===== config.mk =====
export PLATFORM = sky130hd
export DESIGN_NAME = sensor_frame_crc_check_decode_unit
export DESIGN_NICKNAME = d
export VERILOG_FILES = /design/src/scfcd_pkg.sv /design/src/scfcd_fifo.sv /design/src/scfcd_front.sv /design/src/scfcd_back.sv /design/src/sensor_frame_crc_check_decode_unit.sv
export SDC_FILE = /design/constraint.sdc
export NUM_CORES = 1
export LEC_CHECK = 0
export BUFFER_PORTS_ARGS = -buffer_cell sky130_fd_sc_hd__buf_2
export CELL_PAD_IN_SITES_DETAIL_PLACEMENT = 1
export CELL_PAD_IN_SITES_GLOBAL_PLACEMENT = 2
export CORE_UTILIZATION = 30
export CTS_CLUSTER_SIZE = 12
export DETAILED_ROUTE_END_ITERATION = 16
export MAX_ROUTING_LAYER = met4
export PLACE_DENSITY_LB_ADDON = 0.25
export SYNTH_ARGS = -nofsm -noshare
export SYNTH_HDL_FRONTEND = slang
export SYNTH_SLANG_ARGS = --single-unit

===== constraint.sdc =====
create_clock -name clk -period 6.5 [get_ports clk]
set_clock_uncertainty 0.1 [all_clocks]
set_input_delay 0 -clock clk [delete_from_list [all_inputs] [get_ports clk]]
set_output_delay 0 -clock clk [all_outputs]
set_load 0.02 [all_outputs]

===== src/scfcd_pkg.sv =====
// Shared types, constants and the CRC byte update for the sensor frame checker.
`timescale 1ns / 1ps
package scfcd_pkg;

	localparam int BYTE_W  = 8;
	localparam int WORD_W  = 16;
	localparam int VAL_W   = 13;
	localparam int IDX_W   = 3;

	localparam logic [WORD_W-1:0] CRC_INIT = 16'hFFFF;
	localparam logic [WORD_W-1:0] CRC_POLY = 16'hA001;

	// Frame positions
	localparam logic [IDX_W-1:0] POS_HUM_HI  = 3'd2;
	localparam logic [IDX_W-1:0] POS_HUM_LO  = 3'd3;
	localparam logic [IDX_W-1:0] POS_TMP_HI  = 3'd4;
	localparam logic [IDX_W-1:0] POS_TMP_LO  = 3'd5;
	localparam logic [IDX_W-1:0] POS_CRC_LO  = 3'd6;
	localparam logic [IDX_W-1:0] POS_CRC_HI  = 3'd7;

	// Divide by ten: (x * 0xCCCD) >> 19 is exact for every 16-bit x
	localparam logic [WORD_W-1:0] DIV10_RECIP = 16'hCCCD;
	localparam int                DIV10_SHIFT = 19;
	localparam int                PROD_W      = 2 * WORD_W;

	typedef struct packed {
		logic              crc_ok;
		logic [WORD_W-1:0] hum_word;
		logic [WORD_W-1:0] tmp_word;
	} frame_rec_t;

	typedef struct packed {
		logic             crc_ok;
		logic [VAL_W-1:0] humidity;
		logic [VAL_W-1:0] temperature;
	} result_t;

	// CRC-16/Modbus update over one byte, LSB first
	function automatic logic [WORD_W-1:0] crc_byte(input logic [WORD_W-1:0] crc_in,
		input logic [BYTE_W-1:0] data);
		logic [WORD_W-1:0] c;
		c = crc_in ^ {{(WORD_W-BYTE_W){1'b0}}, data};
		for (int k = 0; k < BYTE_W; k++) begin
			if (c[0]) begin
				c = (c >> 1) ^ CRC_POLY;
			end else begin
				c = c >> 1;
			end
		end
		return c;
	endfunction

endpackage


===== src/scfcd_fifo.sv =====
// Small register-based queue used between the stages and at the result side.
`timescale 1ns / 1ps
module scfcd_fifo #(
	parameter int WIDTH = 8,
	parameter int DEPTH = 2
) (
	input  logic             clk,
	input  logic             arst_n,
	input  logic             push,
	input  logic [WIDTH-1:0] wdata,
	output logic             full,
	input  logic             pop,
	output logic [WIDTH-1:0] rdata,
	output logic             empty
);
	localparam int PW = $clog2(DEPTH);
	localparam int CW = $clog2(DEPTH + 1);

	logic [WIDTH-1:0] mem_q [DEPTH];
	logic [PW-1:0]    wr_q;
	logic [PW-1:0]    rd_q;
	logic [CW-1:0]    cnt_q;
	logic             do_push;
	logic             do_pop;

	assign full    = (cnt_q == CW'(DEPTH));
	assign empty   = (cnt_q == '0);
	assign do_push = push && !full;
	assign do_pop  = pop && !empty;
	assign rdata   = mem_q[rd_q];

	always_ff @(posedge clk or negedge arst_n) begin
		if (!arst_n) begin
			wr_q  <= '0;
			rd_q  <= '0;
			cnt_q <= '0;
		end else begin
			if (do_push) begin
				wr_q <= (wr_q == PW'(DEPTH - 1)) ? '0 : wr_q + 1'b1;
			end
			if (do_pop) begin
				rd_q <= (rd_q == PW'(DEPTH - 1)) ? '0 : rd_q + 1'b1;
			end
			if (do_push && !do_pop) begin
				cnt_q <= cnt_q + 1'b1;
			end else if (do_pop && !do_push) begin
				cnt_q <= cnt_q - 1'b1;
			end
		end
	end

	always_ff @(posedge clk) begin
		if (do_push) begin
			mem_q[wr_q] <= wdata;
		end
	end

endmodule


===== src/scfcd_front.sv =====
// Front end: byte position tracking, CRC accumulation and word capture.
`timescale 1ns / 1ps
module scfcd_front (
	input  logic                        clk,
	input  logic                        arst_n,
	input  logic                        accept,
	input  logic [scfcd_pkg::BYTE_W-1:0] rx_byte,
	input  logic                        frame_start,
	output logic                        rec_valid,
	output scfcd_pkg::frame_rec_t       rec
);
	import scfcd_pkg::*;

	logic [IDX_W-1:0]  idx_q;
	logic [WORD_W-1:0] crc_q;
	logic [WORD_W-1:0] hum_q;
	logic [WORD_W-1:0] tmp_q;
	logic [BYTE_W-1:0] crc_lo_q;
	logic [IDX_W-1:0]  idx;
	logic [WORD_W-1:0] crc_base;
	logic [WORD_W-1:0] crc_next;

	// A start byte forces position zero and a fresh CRC
	assign idx      = frame_start ? '0 : idx_q;
	assign crc_base = frame_start ? CRC_INIT : crc_q;
	assign crc_next = crc_byte(crc_base, rx_byte);

	assign rec_valid    = accept && (idx == POS_CRC_HI);
	assign rec.crc_ok   = (crc_lo_q == crc_base[BYTE_W-1:0]) &&
	                      (rx_byte == crc_base[WORD_W-1:BYTE_W]);
	assign rec.hum_word = hum_q;
	assign rec.tmp_word = tmp_q;

	always_ff @(posedge clk or negedge arst_n) begin
		if (!arst_n) begin
			idx_q <= '0;
			crc_q <= CRC_INIT;
		end else if (accept) begin
			idx_q <= idx + 1'b1;
			if (idx <= POS_TMP_LO) begin
				crc_q <= crc_next;
			end else if (idx == POS_CRC_HI) begin
				crc_q <= CRC_INIT;
			end
		end
	end

	always_ff @(posedge clk or negedge arst_n) begin
		if (!arst_n) begin
			hum_q    <= '0;
			tmp_q    <= '0;
			crc_lo_q <= '0;
		end else if (accept) begin
			case (idx)
				POS_HUM_HI: hum_q[WORD_W-1:BYTE_W] <= rx_byte;
				POS_HUM_LO: hum_q[BYTE_W-1:0]      <= rx_byte;
				POS_TMP_HI: tmp_q[WORD_W-1:BYTE_W] <= rx_byte;
				POS_TMP_LO: tmp_q[BYTE_W-1:0]      <= rx_byte;
				POS_CRC_LO: crc_lo_q               <= rx_byte;
				default: ;
			endcase
		end
	end

endmodule


===== src/scfcd_back.sv =====
// Back end: scale captured words by one tenth and gate them on the CRC flag.
`timescale 1ns / 1ps
module scfcd_back (
	input  logic                  clk,
	input  logic                  arst_n,
	input  logic                  rec_empty,
	input  scfcd_pkg::frame_rec_t rec,
	output logic                  rec_pop,
	input  logic                  res_full,
	output logic                  res_push,
	output scfcd_pkg::result_t    res
);
	import scfcd_pkg::*;

	logic              valid_s1;
	result_t           res_s1;
	logic              adv_s1;
	logic              load_s1;
	logic [PROD_W-1:0] hum_prod;
	logic [PROD_W-1:0] tmp_prod;

	assign adv_s1   = valid_s1 && !res_full;
	assign load_s1  = !rec_empty && (!valid_s1 || adv_s1);
	assign rec_pop  = load_s1;
	assign res_push = adv_s1;
	assign res      = res_s1;

	assign hum_prod = {{WORD_W{1'b0}}, rec.hum_word} * {{WORD_W{1'b0}}, DIV10_RECIP};
	assign tmp_prod = {{WORD_W{1'b0}}, rec.tmp_word} * {{WORD_W{1'b0}}, DIV10_RECIP};

	always_ff @(posedge clk or negedge arst_n) begin
		if (!arst_n) begin
			valid_s1 <= 1'b0;
		end else if (load_s1) begin
			valid_s1 <= 1'b1;
		end else if (adv_s1) begin
			valid_s1 <= 1'b0;
		end
	end

	// Drop the values of a frame that failed its check
	always_ff @(posedge clk) begin
		if (load_s1) begin
			res_s1.crc_ok      <= rec.crc_ok;
			res_s1.humidity    <= rec.crc_ok ? hum_prod[DIV10_SHIFT +: VAL_W] : '0;
			res_s1.temperature <= rec.crc_ok ? tmp_prod[DIV10_SHIFT +: VAL_W] : '0;
		end
	end

endmodule


===== src/sensor_frame_crc_check_decode_unit.sv =====
// Top level of the sensor reply frame checker and decoder.
//
//   Channel   Handshake      Fields                                Direction
//   -------   -------------  ------------------------------------  ---------
//   request   push / full    rx_byte[7:0], frame_start             in
//   result    pop / empty    crc_ok, humidity[12:0], temperature   out
//
// One byte request is taken per cycle whenever full is low; the front end
// updates the CRC-16/Modbus and captures words in that same cycle.
// The eighth byte of a frame queues a frame record; the back end registers
// its result (one multiply by the reciprocal of ten) in its stage register
// once that stage is free, then hands it to the output queue when that queue
// has room, and the result waits there until popped.
// full rises only when the record queue between front and back is full, so
// a stalled consumer backs up through the output queue and the back stage.
// Reset (arst_n low) clears byte position, CRC, captured words and queues.
`timescale 1ns / 1ps
module sensor_frame_crc_check_decode_unit #(
	parameter int REC_DEPTH = 2,
	parameter int RES_DEPTH = 2
) (
	input  logic        clk,
	input  logic        arst_n,
	input  logic        push,
	output logic        full,
	input  logic [7:0]  rx_byte,
	input  logic        frame_start,
	output logic        empty,
	input  logic        pop,
	output logic        crc_ok,
	output logic [12:0] humidity,
	output logic [12:0] temperature
);
	import scfcd_pkg::*;

	logic       accept;
	logic       rec_valid;
	frame_rec_t rec_in;
	frame_rec_t rec_out;
	logic       rec_empty;
	logic       rec_pop;
	logic       res_full;
	logic       res_push;
	result_t    res_in;
	result_t    res_out;

	// Accept a byte only while the record queue has room
	assign accept = push && !full;

	scfcd_front u_front (
		.clk         (clk),
		.arst_n      (arst_n),
		.accept      (accept),
		.rx_byte     (rx_byte),
		.frame_start (frame_start),
		.rec_valid   (rec_valid),
		.rec         (rec_in)
	);

	// Frame records between front and back
	scfcd_fifo #(
		.WIDTH ($bits(frame_rec_t)),
		.DEPTH (REC_DEPTH)
	) u_rec_fifo (
		.clk    (clk),
		.arst_n (arst_n),
		.push   (rec_valid),
		.wdata  (rec_in),
		.full   (full),
		.pop    (rec_pop),
		.rdata  (rec_out),
		.empty  (rec_empty)
	);

	scfcd_back u_back (
		.clk       (clk),
		.arst_n    (arst_n),
		.rec_empty (rec_empty),
		.rec       (rec_out),
		.rec_pop   (rec_pop),
		.res_full  (res_full),
		.res_push  (res_push),
		.res       (res_in)
	);

	// Finished results, oldest on the ports
	scfcd_fifo #(
		.WIDTH ($bits(result_t)),
		.DEPTH (RES_DEPTH)
	) u_res_fifo (
		.clk    (clk),
		.arst_n (arst_n),
		.push   (res_push),
		.wdata  (res_in),
		.full   (res_full),
		.pop    (pop),
		.rdata  (res_out),
		.empty  (empty)
	);

	assign crc_ok      = res_out.crc_ok;
	assign humidity    = res_out.humidity;
	assign temperature = res_out.temperature;

endmodule


==> results of run 1 <==
-- registers in the layout (all words and copies together), names as in the netlist, 2 cells and up --
name              count
u_rec_fifo.cnt_q      2
u_front.crc_lo_q      8
u_res_fifo.mem_q     54
u_front.idx_q         3
u_front.hum_q        16
u_rec_fifo.mem_q     66
u_res_fifo.cnt_q      2
u_front.crc_q        16
u_back.res           27
u_front.tmp_q        16
-- cells in the final DEF, fill, tap and decap left out, drive strengths merged, types with 7 or more instances in the layout --
master,synthesis,routed
inv,309,311
ha,271,271
fa,156,156
edfxtp,147,147
mux2,93,93
a21oi,69,69
buf,13,62
nor2,57,57
nand2,55,55
dfrtp,52,52
o21ai,52,52
xor2,40,40
xnor2,40,40
clkbuf,21,33
nor3,23,23
a21o,20,20
dfstp,16,16
dlygate4sd3,0,12
nand3,11,11
mux2i,11,11
nand4,10,10
a211oi,10,10
nand2b,9,9
and3,9,9
o21a,8,8
nor3b,7,7
nor4,7,7
-- cell usage after synthesis, drive strengths merged, types with 2 or more instances --
library cell  instances  area, um2
o21a                  8      60.06
clkbuf               21      78.83
a21oi                69      345.3
edfxtp              147       4414
o221a                 2      22.52
nor4                  7      58.81
nand2b                9      56.30
o21bai                4      30.03
dfstp                16      420.4
o21ai                52      260.2
xnor2                40      350.3
o31ai                 4      35.03
and4                  3      26.28
nor2b                 6      37.54
a211o                 2      17.52
ha                  271       3391
nand2                55      206.5
inv                 309       1160
a31oi                 4      25.02
nand3                11      55.05
nor2                 57      214.0
o2111ai               3      26.28
mux2i                11      110.1
a21boi                2      18.77
nor3b                 7      52.55
a22oi                 3      22.52
a211oi               10      87.58
nand3b                4      30.03
dfrtp                52       1301
xor2                 40      350.3
and2                  5      31.28
nor3                 23      115.1
fa                  156       3123
o22ai                 6      37.54
and3                  9      56.30
nand4                10      62.56
a21o                 20      150.1
a221o                 3      30.03
o211ai                6      45.04
buf                  13      77.57
mux2                 93       1047
-- worst max-delay path: stages (launching register included) --
cell and delay, ns:
dfrtp_1 0.39, buf_12 0.21, mux2_2 0.43, ha_1 0.36, inv_1 0.07, fa_1 0.50, inv_1 0.05, fa_1 0.53
fa_1 0.45, fa_1 0.50, inv_1 0.05, fa_1 0.47, inv_1 0.04, ha_1 0.37, and4_1 0.27, nand3_1 0.19
a211oi_4 0.26, o311ai_4 0.18, buf_4 0.18, o31ai_2 0.19, xnor2_1 0.15, nor2_1 0.05
-- logic make-up after synthesis --
kind of cell / synth area share, %
simple gates: 5.562
flops: 33.84
mux: 6.383
compound gates: 7.039
buf+inv: 7.260
xor+xnor: 3.989
fa+ha+maj: 35.93
-- what timing repair did --
item                                   4_1_cts  5_1_grt
setup endpoints to repair                    0        9
buffers inserted                             0        2
resized for setup                            0       10
endpoints found under the hold margin      120        0
hold buffers                                12        0
-- per-layer routing --
metal / vias to the layer above / global-route usage, %
met5: - / -
met4: 0 / 3.392
met3: 49 / 1.438
met1: 5556 / 20.04
li1: 5458 / -
met2: 109 / 25.30
-- layout make-up --
cell class	instances	share of cell area, %
Inverter	309	5.710
Multi-Input combinational cell	1022	52.86
Tap cell	773	4.762
Sequential cell	215	30.21
Timing Repair Buffer	74	2.452
Clock buffer	33	3.376
Clock inverter	10	0.6283
-- worst max-delay path by stage --
stage                      to  depth (start not counted)            start
4_1_cts         u_back.res[8]                         21  u_rec_fifo.rd_q
6_report       u_back.res[10]                         21  u_rec_fifo.rd_q
3_5_place_dp    u_back.res[8]                         21  u_rec_fifo.rd_q
2_1_floorplan  u_back.res[12]                         23  u_rec_fifo.rd_q
5_1_grt         u_back.res[8]                         22  u_rec_fifo.rd_q
3_3_place_gp    u_back.res[8]                         22  u_rec_fifo.rd_q
-- per-stage QoR --
step | instance area [um2] | TNS [ns] | util [%] | setup slack, ns | hold WS, ns
after global routing | 20310 | -0.03071 | 34.22 | -0.03071 | 0.1068
after global placement | 19320 | 0 | 32.55 | 0.2971 | 0.1288
after CTS | 20250 | 0 | 34.12 | 0.1461 | 0.06948
after floorplan | 18130 | 0 | - | 0.07738 | -0.3956
after detailed placement | 19320 | 0 | 32.55 | 0.1499 | 0.1305
final | 20310 | 0 | 34.22 | 0.2176 | 0.02949
==> results.yml, run 1 <==
sta:
  rsz0062_at_grt: "yes"
  min_period_ns: 6.282
  max_slew.worst_pin.slew_ns: 1.100
  fmax_ghz: 0.1592
  setup_viol: 0
  relSlewSlack_pct: 26.57
  fin_crit_sh_pct: 96.65
  finalHoldViolations: 0
  maxSlewViolCount: 0
global_routing:
  antenna_found_initial: 0
  track_usage_pct: 15.23
  grt_max_degree: 69
  gr-total-overflow: 0
  grt_pass1_wl_mm: 69.65
  grt_pass1_vias: 12300
routing:
  wl_per_cell_um: 18.11
  initialDrtViolationCount: 364
  drtPass1Iterations: 4
  viasPerCell: 4.586
  dr_wl_met2_mm: 20.93
  drcViolationCount: 0
  ant_nets: 0
  wl_met1_mm: 21.33
  routed_wl_mm: 44.12
  via_count: 11170
  wl_met3_um: 976
  maxUsedRoutingLayer: "met4"
cells_and_area:
  ff_latch_area_mm2: 0.006136
  num-fill-cells: 6493
  instances_no_fill: 2436
  finalNetCount: 2087
  syn_to_final_growth_pct: 12.03
  multi_input_area_mm2: 0.01074
  num_antenna_cells: 0
  drive_above_1_share_pct: 13.83
clocking:
  clock-root-buffer: "clkbuf_16"
  cts_tree: "built"
  cts.sinks: 215
  cts_buffer_depth: 3
  cts_inserted_buffers: 25
  clkTransAtPathRegs_ns: 0.06
  cts-htree-levels: 1
  insertion_delay_ns: 0.56
floorplan:
  io_pins: 42
  die_area_mm2: 0.06142
  initial_core_util_pct: 30.55
  core_mm2: 0.05935
  fp-row-count: 89
  die_x_um: 247.8
  die_h_um: 247.8
critical_path:
  end_kind: "register"
  cp_max_fo: 24
  ff2ff_path_depth: 21
  cp.arrival_ns: 6.48
  r2r_end: "u_back.res[10]"
  worstPathRequired_ns: 6.69
  r2r_slack_ns: 0.22
  timing.rr.start: "u_rec_fifo.rd_q"
  cp-start-kind: "register"
  worstSetupPathType: "register to register"
logic_synthesis:
  syn_avg_cell_area_um2: 11.48
  synth_nets: 2020
  yosysUniqueCellTypes: 57
  synth_flop_cell: "edfxtp_1"
  yosys_warnings: 0
  synth_edf_count: 147
  async_reset_ff_share_pct: 31.63
  seq_area_frac_synth_pct: 33.84
  synth_cells: 1580
  syn_area_mm2: 0.01813
  ys_ff_latch: 215
place:
  dp_hpwl_mm: 36.32
  dp.cells: 2379
  portBuffers: 41
  place.gp.congestion: 0.8609
status:
  status: "completed"
job:
  cap_viol_max_count: 0
min_path:
  min_path_type: "input port to async pin"
Power of run 1 is not shown: default switching activity piles up to over one toggle a cycle in this logic, so the estimate is an artifact.
==> inputs of run 2 (changes only) <==
GPL_TIMING_DRIVEN = 0   (was not set)
HOLD_SLACK_MARGIN = 0.12   (was not set)
==> run 2 against run 1 <==
Non-clock buffer count rose by 29. Die area stayed put. Wire length rose by 0.78%. Via count is 2.0% higher. Final cell count grew 1.3%. Hold slack improved by 0.27 ns. Maximum frequency down 1.7%. Critical path depth increased by 1.
==> results.yml, run 2 (same netlist as run 1, synthesis figures left out) <==
status:
  status: "completed"
min_path:
  min_path_type: "input port to register"
  worstHoldPathCells: 4
  min_to: "u_res_fifo.rd_q"
  hp-start: "pop"
cells_and_area:
  layout_common_cells: "inv_1, ha_1, fa_1"
  largest_reg_flops: 66
  final_common_cell: "inv_1"
  drive_above_1_share_pct: 16.87
  num_antenna_cells: 0
  finalNetCount: 2116
  regMostFlops: "u_rec_fifo.mem_q"
  syn_to_final_growth_pct: 15.64
clocking:
  cts.sinks: 215
  clock-root-buffer: "clkbuf_16"
  cts_inserted_buffers: 25
  cts-htree-levels: 1
  clkTransAtPathRegs_ns: 0.06
  cts_buffer_depth: 3
  insertion_delay_ns: 0.54
  cts_tree: "built"
critical_path:
  path_cells: "buf_12 > clkbuf_16 > clkbuf_16 > mux2_4 > ha_4 > inv_1 > fa_1 > inv_1 > fa_1 > fa_1 > fa_1 > inv_1 > fa_1 > inv_1 > ha_4 > and4_1 > and3_4 > o211ai_1 > a21oi_2 > nor2b_2 > o21ai_2 > mux2_2"
  crit_family: "adder cells"
  crit_top_cell: "fa_1"
  cp.arrival_ns: 6.57
  r2r_end: "u_back.res[18]"
  cp_slowest_stage_delay_ns: 0.51
  cp-start-kind: "register"
  worstSetupPathType: "register to register"
  end_kind: "register"
  timing.rr.start: "u_rec_fifo.rd_q"
  r2r_slack_ns: 0.11
  cp_slowest_cell: "fa_1"
  worstPathRequired_ns: 6.68
  cp_max_fo: 7
  ff2ff_path_depth: 22
  crit_cells: 22
  cp_num_buf_inv: 7
routing:
  via_count: 11400
  wl_per_cell_um: 18.01
  drtPass1Iterations: 5
  maxUsedRoutingLayer: "met4"
  dr_wl_met2_mm: 20.85
  drcViolationCount: 0
  viasPerCell: 4.617
  wl_met3_mm: 1.027
  initialDrtViolationCount: 316
  wl_met1_mm: 21.93
  routed_wl_mm: 44.46
  ant_nets: 0
global_routing:
  gr-total-overflow: 0
  track_usage_pct: 15.34
  grt_pass1_wl_mm: 70.55
  grt_max_degree: 53
  antenna_found_initial: 0
  grt_pass1_vias: 12420
sta:
  fin_ws_ns: 0.1073
  fin_crit_sh_pct: 98.35
  rsz0062_at_grt: "yes"
  relSlewSlack_pct: 20.76
  finalHoldViolations: 0
  min_period_ns: 6.393
  setup_viol: 0
  fmax_ghz: 0.1564
  max_slew.worst_pin.slew_ns: 1.187
  maxSlewViolCount: 0
floorplan:
  core_mm2: 0.05935
  die_area_mm2: 0.06142
  fp-row-count: 89
  die_x_um: 247.8
  initial_core_util_pct: 30.55
  io_pins: 42
  die_h_um: 247.8
job:
  cap_viol_max_count: 0
place:
  portBuffers: 32
  dp_hpwl_mm: 35.75
  place.gp.congestion: 0.8575
  post-place-ws_ns: -1.555
==> run 2: cell count changes in the layout (fill, tap and decap cells not counted), moves of 6 or more <==
cell / delta
ha_1: -18
inv_1: -11
clkbuf_1: +23
inv_2: +11
mux2i_4: +6
ha_4: +15
mux2_4: +13
mux2_2: -13
==> run 2: worst register-to-register path, stage by stage, from the launching register on <==
cell	delay [ns]
dfrtp_1	0.40
buf_12	0.16
clkbuf_16	0.18
clkbuf_16	0.17
mux2_4	0.36
ha_4	0.30
inv_1	0.05
fa_1	0.50
inv_1	0.05
fa_1	0.51
fa_1	0.44
fa_1	0.50
inv_1	0.05
fa_1	0.48
inv_1	0.06
ha_4	0.28
and4_1	0.22
and3_4	0.22
o211ai_1	0.24
a21oi_2	0.29
nor2b_2	0.11
o21ai_2	0.13
mux2_2	0.34
==> run 2: routing by layer <==
layer  global-route usage, %  vias up
met1                   20.75     5718
met4                   2.634        0
met2                   24.91      109
li1                        -     5531
met3                   1.784       37
met5                       -        -
==> run 2: cell type report <==
class | instances | area (um2)
fill | 6457 | 38390
sequential | 215 | 6136
clock buffer | 37 | 680.7
tap | 773 | 967.2
timing repair buffer | 70 | 540.5
multi-input combinational | 1022 | 11140
clock inverter | 9 | 122.6
buffer | 33 | 215.2
inverter | 309 | 1160
==> run 2: per-stage QoR <==
stage / setup TNS [ns] / hold WS [ns] / instances / util (%) / cell area (um2)
6_report: 0 / 0.3012 / 2468 / 35.32 / 20970
4_1_cts: -0.1274 / 0.2842 / 2450 / 34.69 / 20590
5_1_grt: -0.1927 / 0.3387 / 2468 / 35.32 / 20970
2_1_floorplan: 0 / -0.3956 / 1580 / - / 18130
3_5_place_dp: -32.11 / -0.1990 / 2387 / 32.57 / 19330
3_3_place_gp: -31.00 / 0.2767 / 2385 / 32.45 / 19260
==> run 2: worst max path at each step <==
stage	to	from
after detailed placement	u_back.res[23]	u_rec_fifo.rd_q
final	u_back.res[18]	u_rec_fifo.rd_q
after floorplan	u_back.res[12]	u_rec_fifo.rd_q
after CTS	u_back.res[18]	u_rec_fifo.rd_q
after global routing	u_back.res[9]	u_rec_fifo.rd_q
after global placement	u_back.res[23]	u_rec_fifo.rd_q
==> run 2: what timing repair did <==
item                                   4_1_cts  5_1_grt
cloned                                       0        2
hold buffers                                13        0
setup endpoints to repair                   26       21
pin swaps                                    6       20
endpoints found under the hold margin      124        0
buffers inserted                             5       16
gates resized for setup                     61       42
Power of run 2 is left out for the same reason.
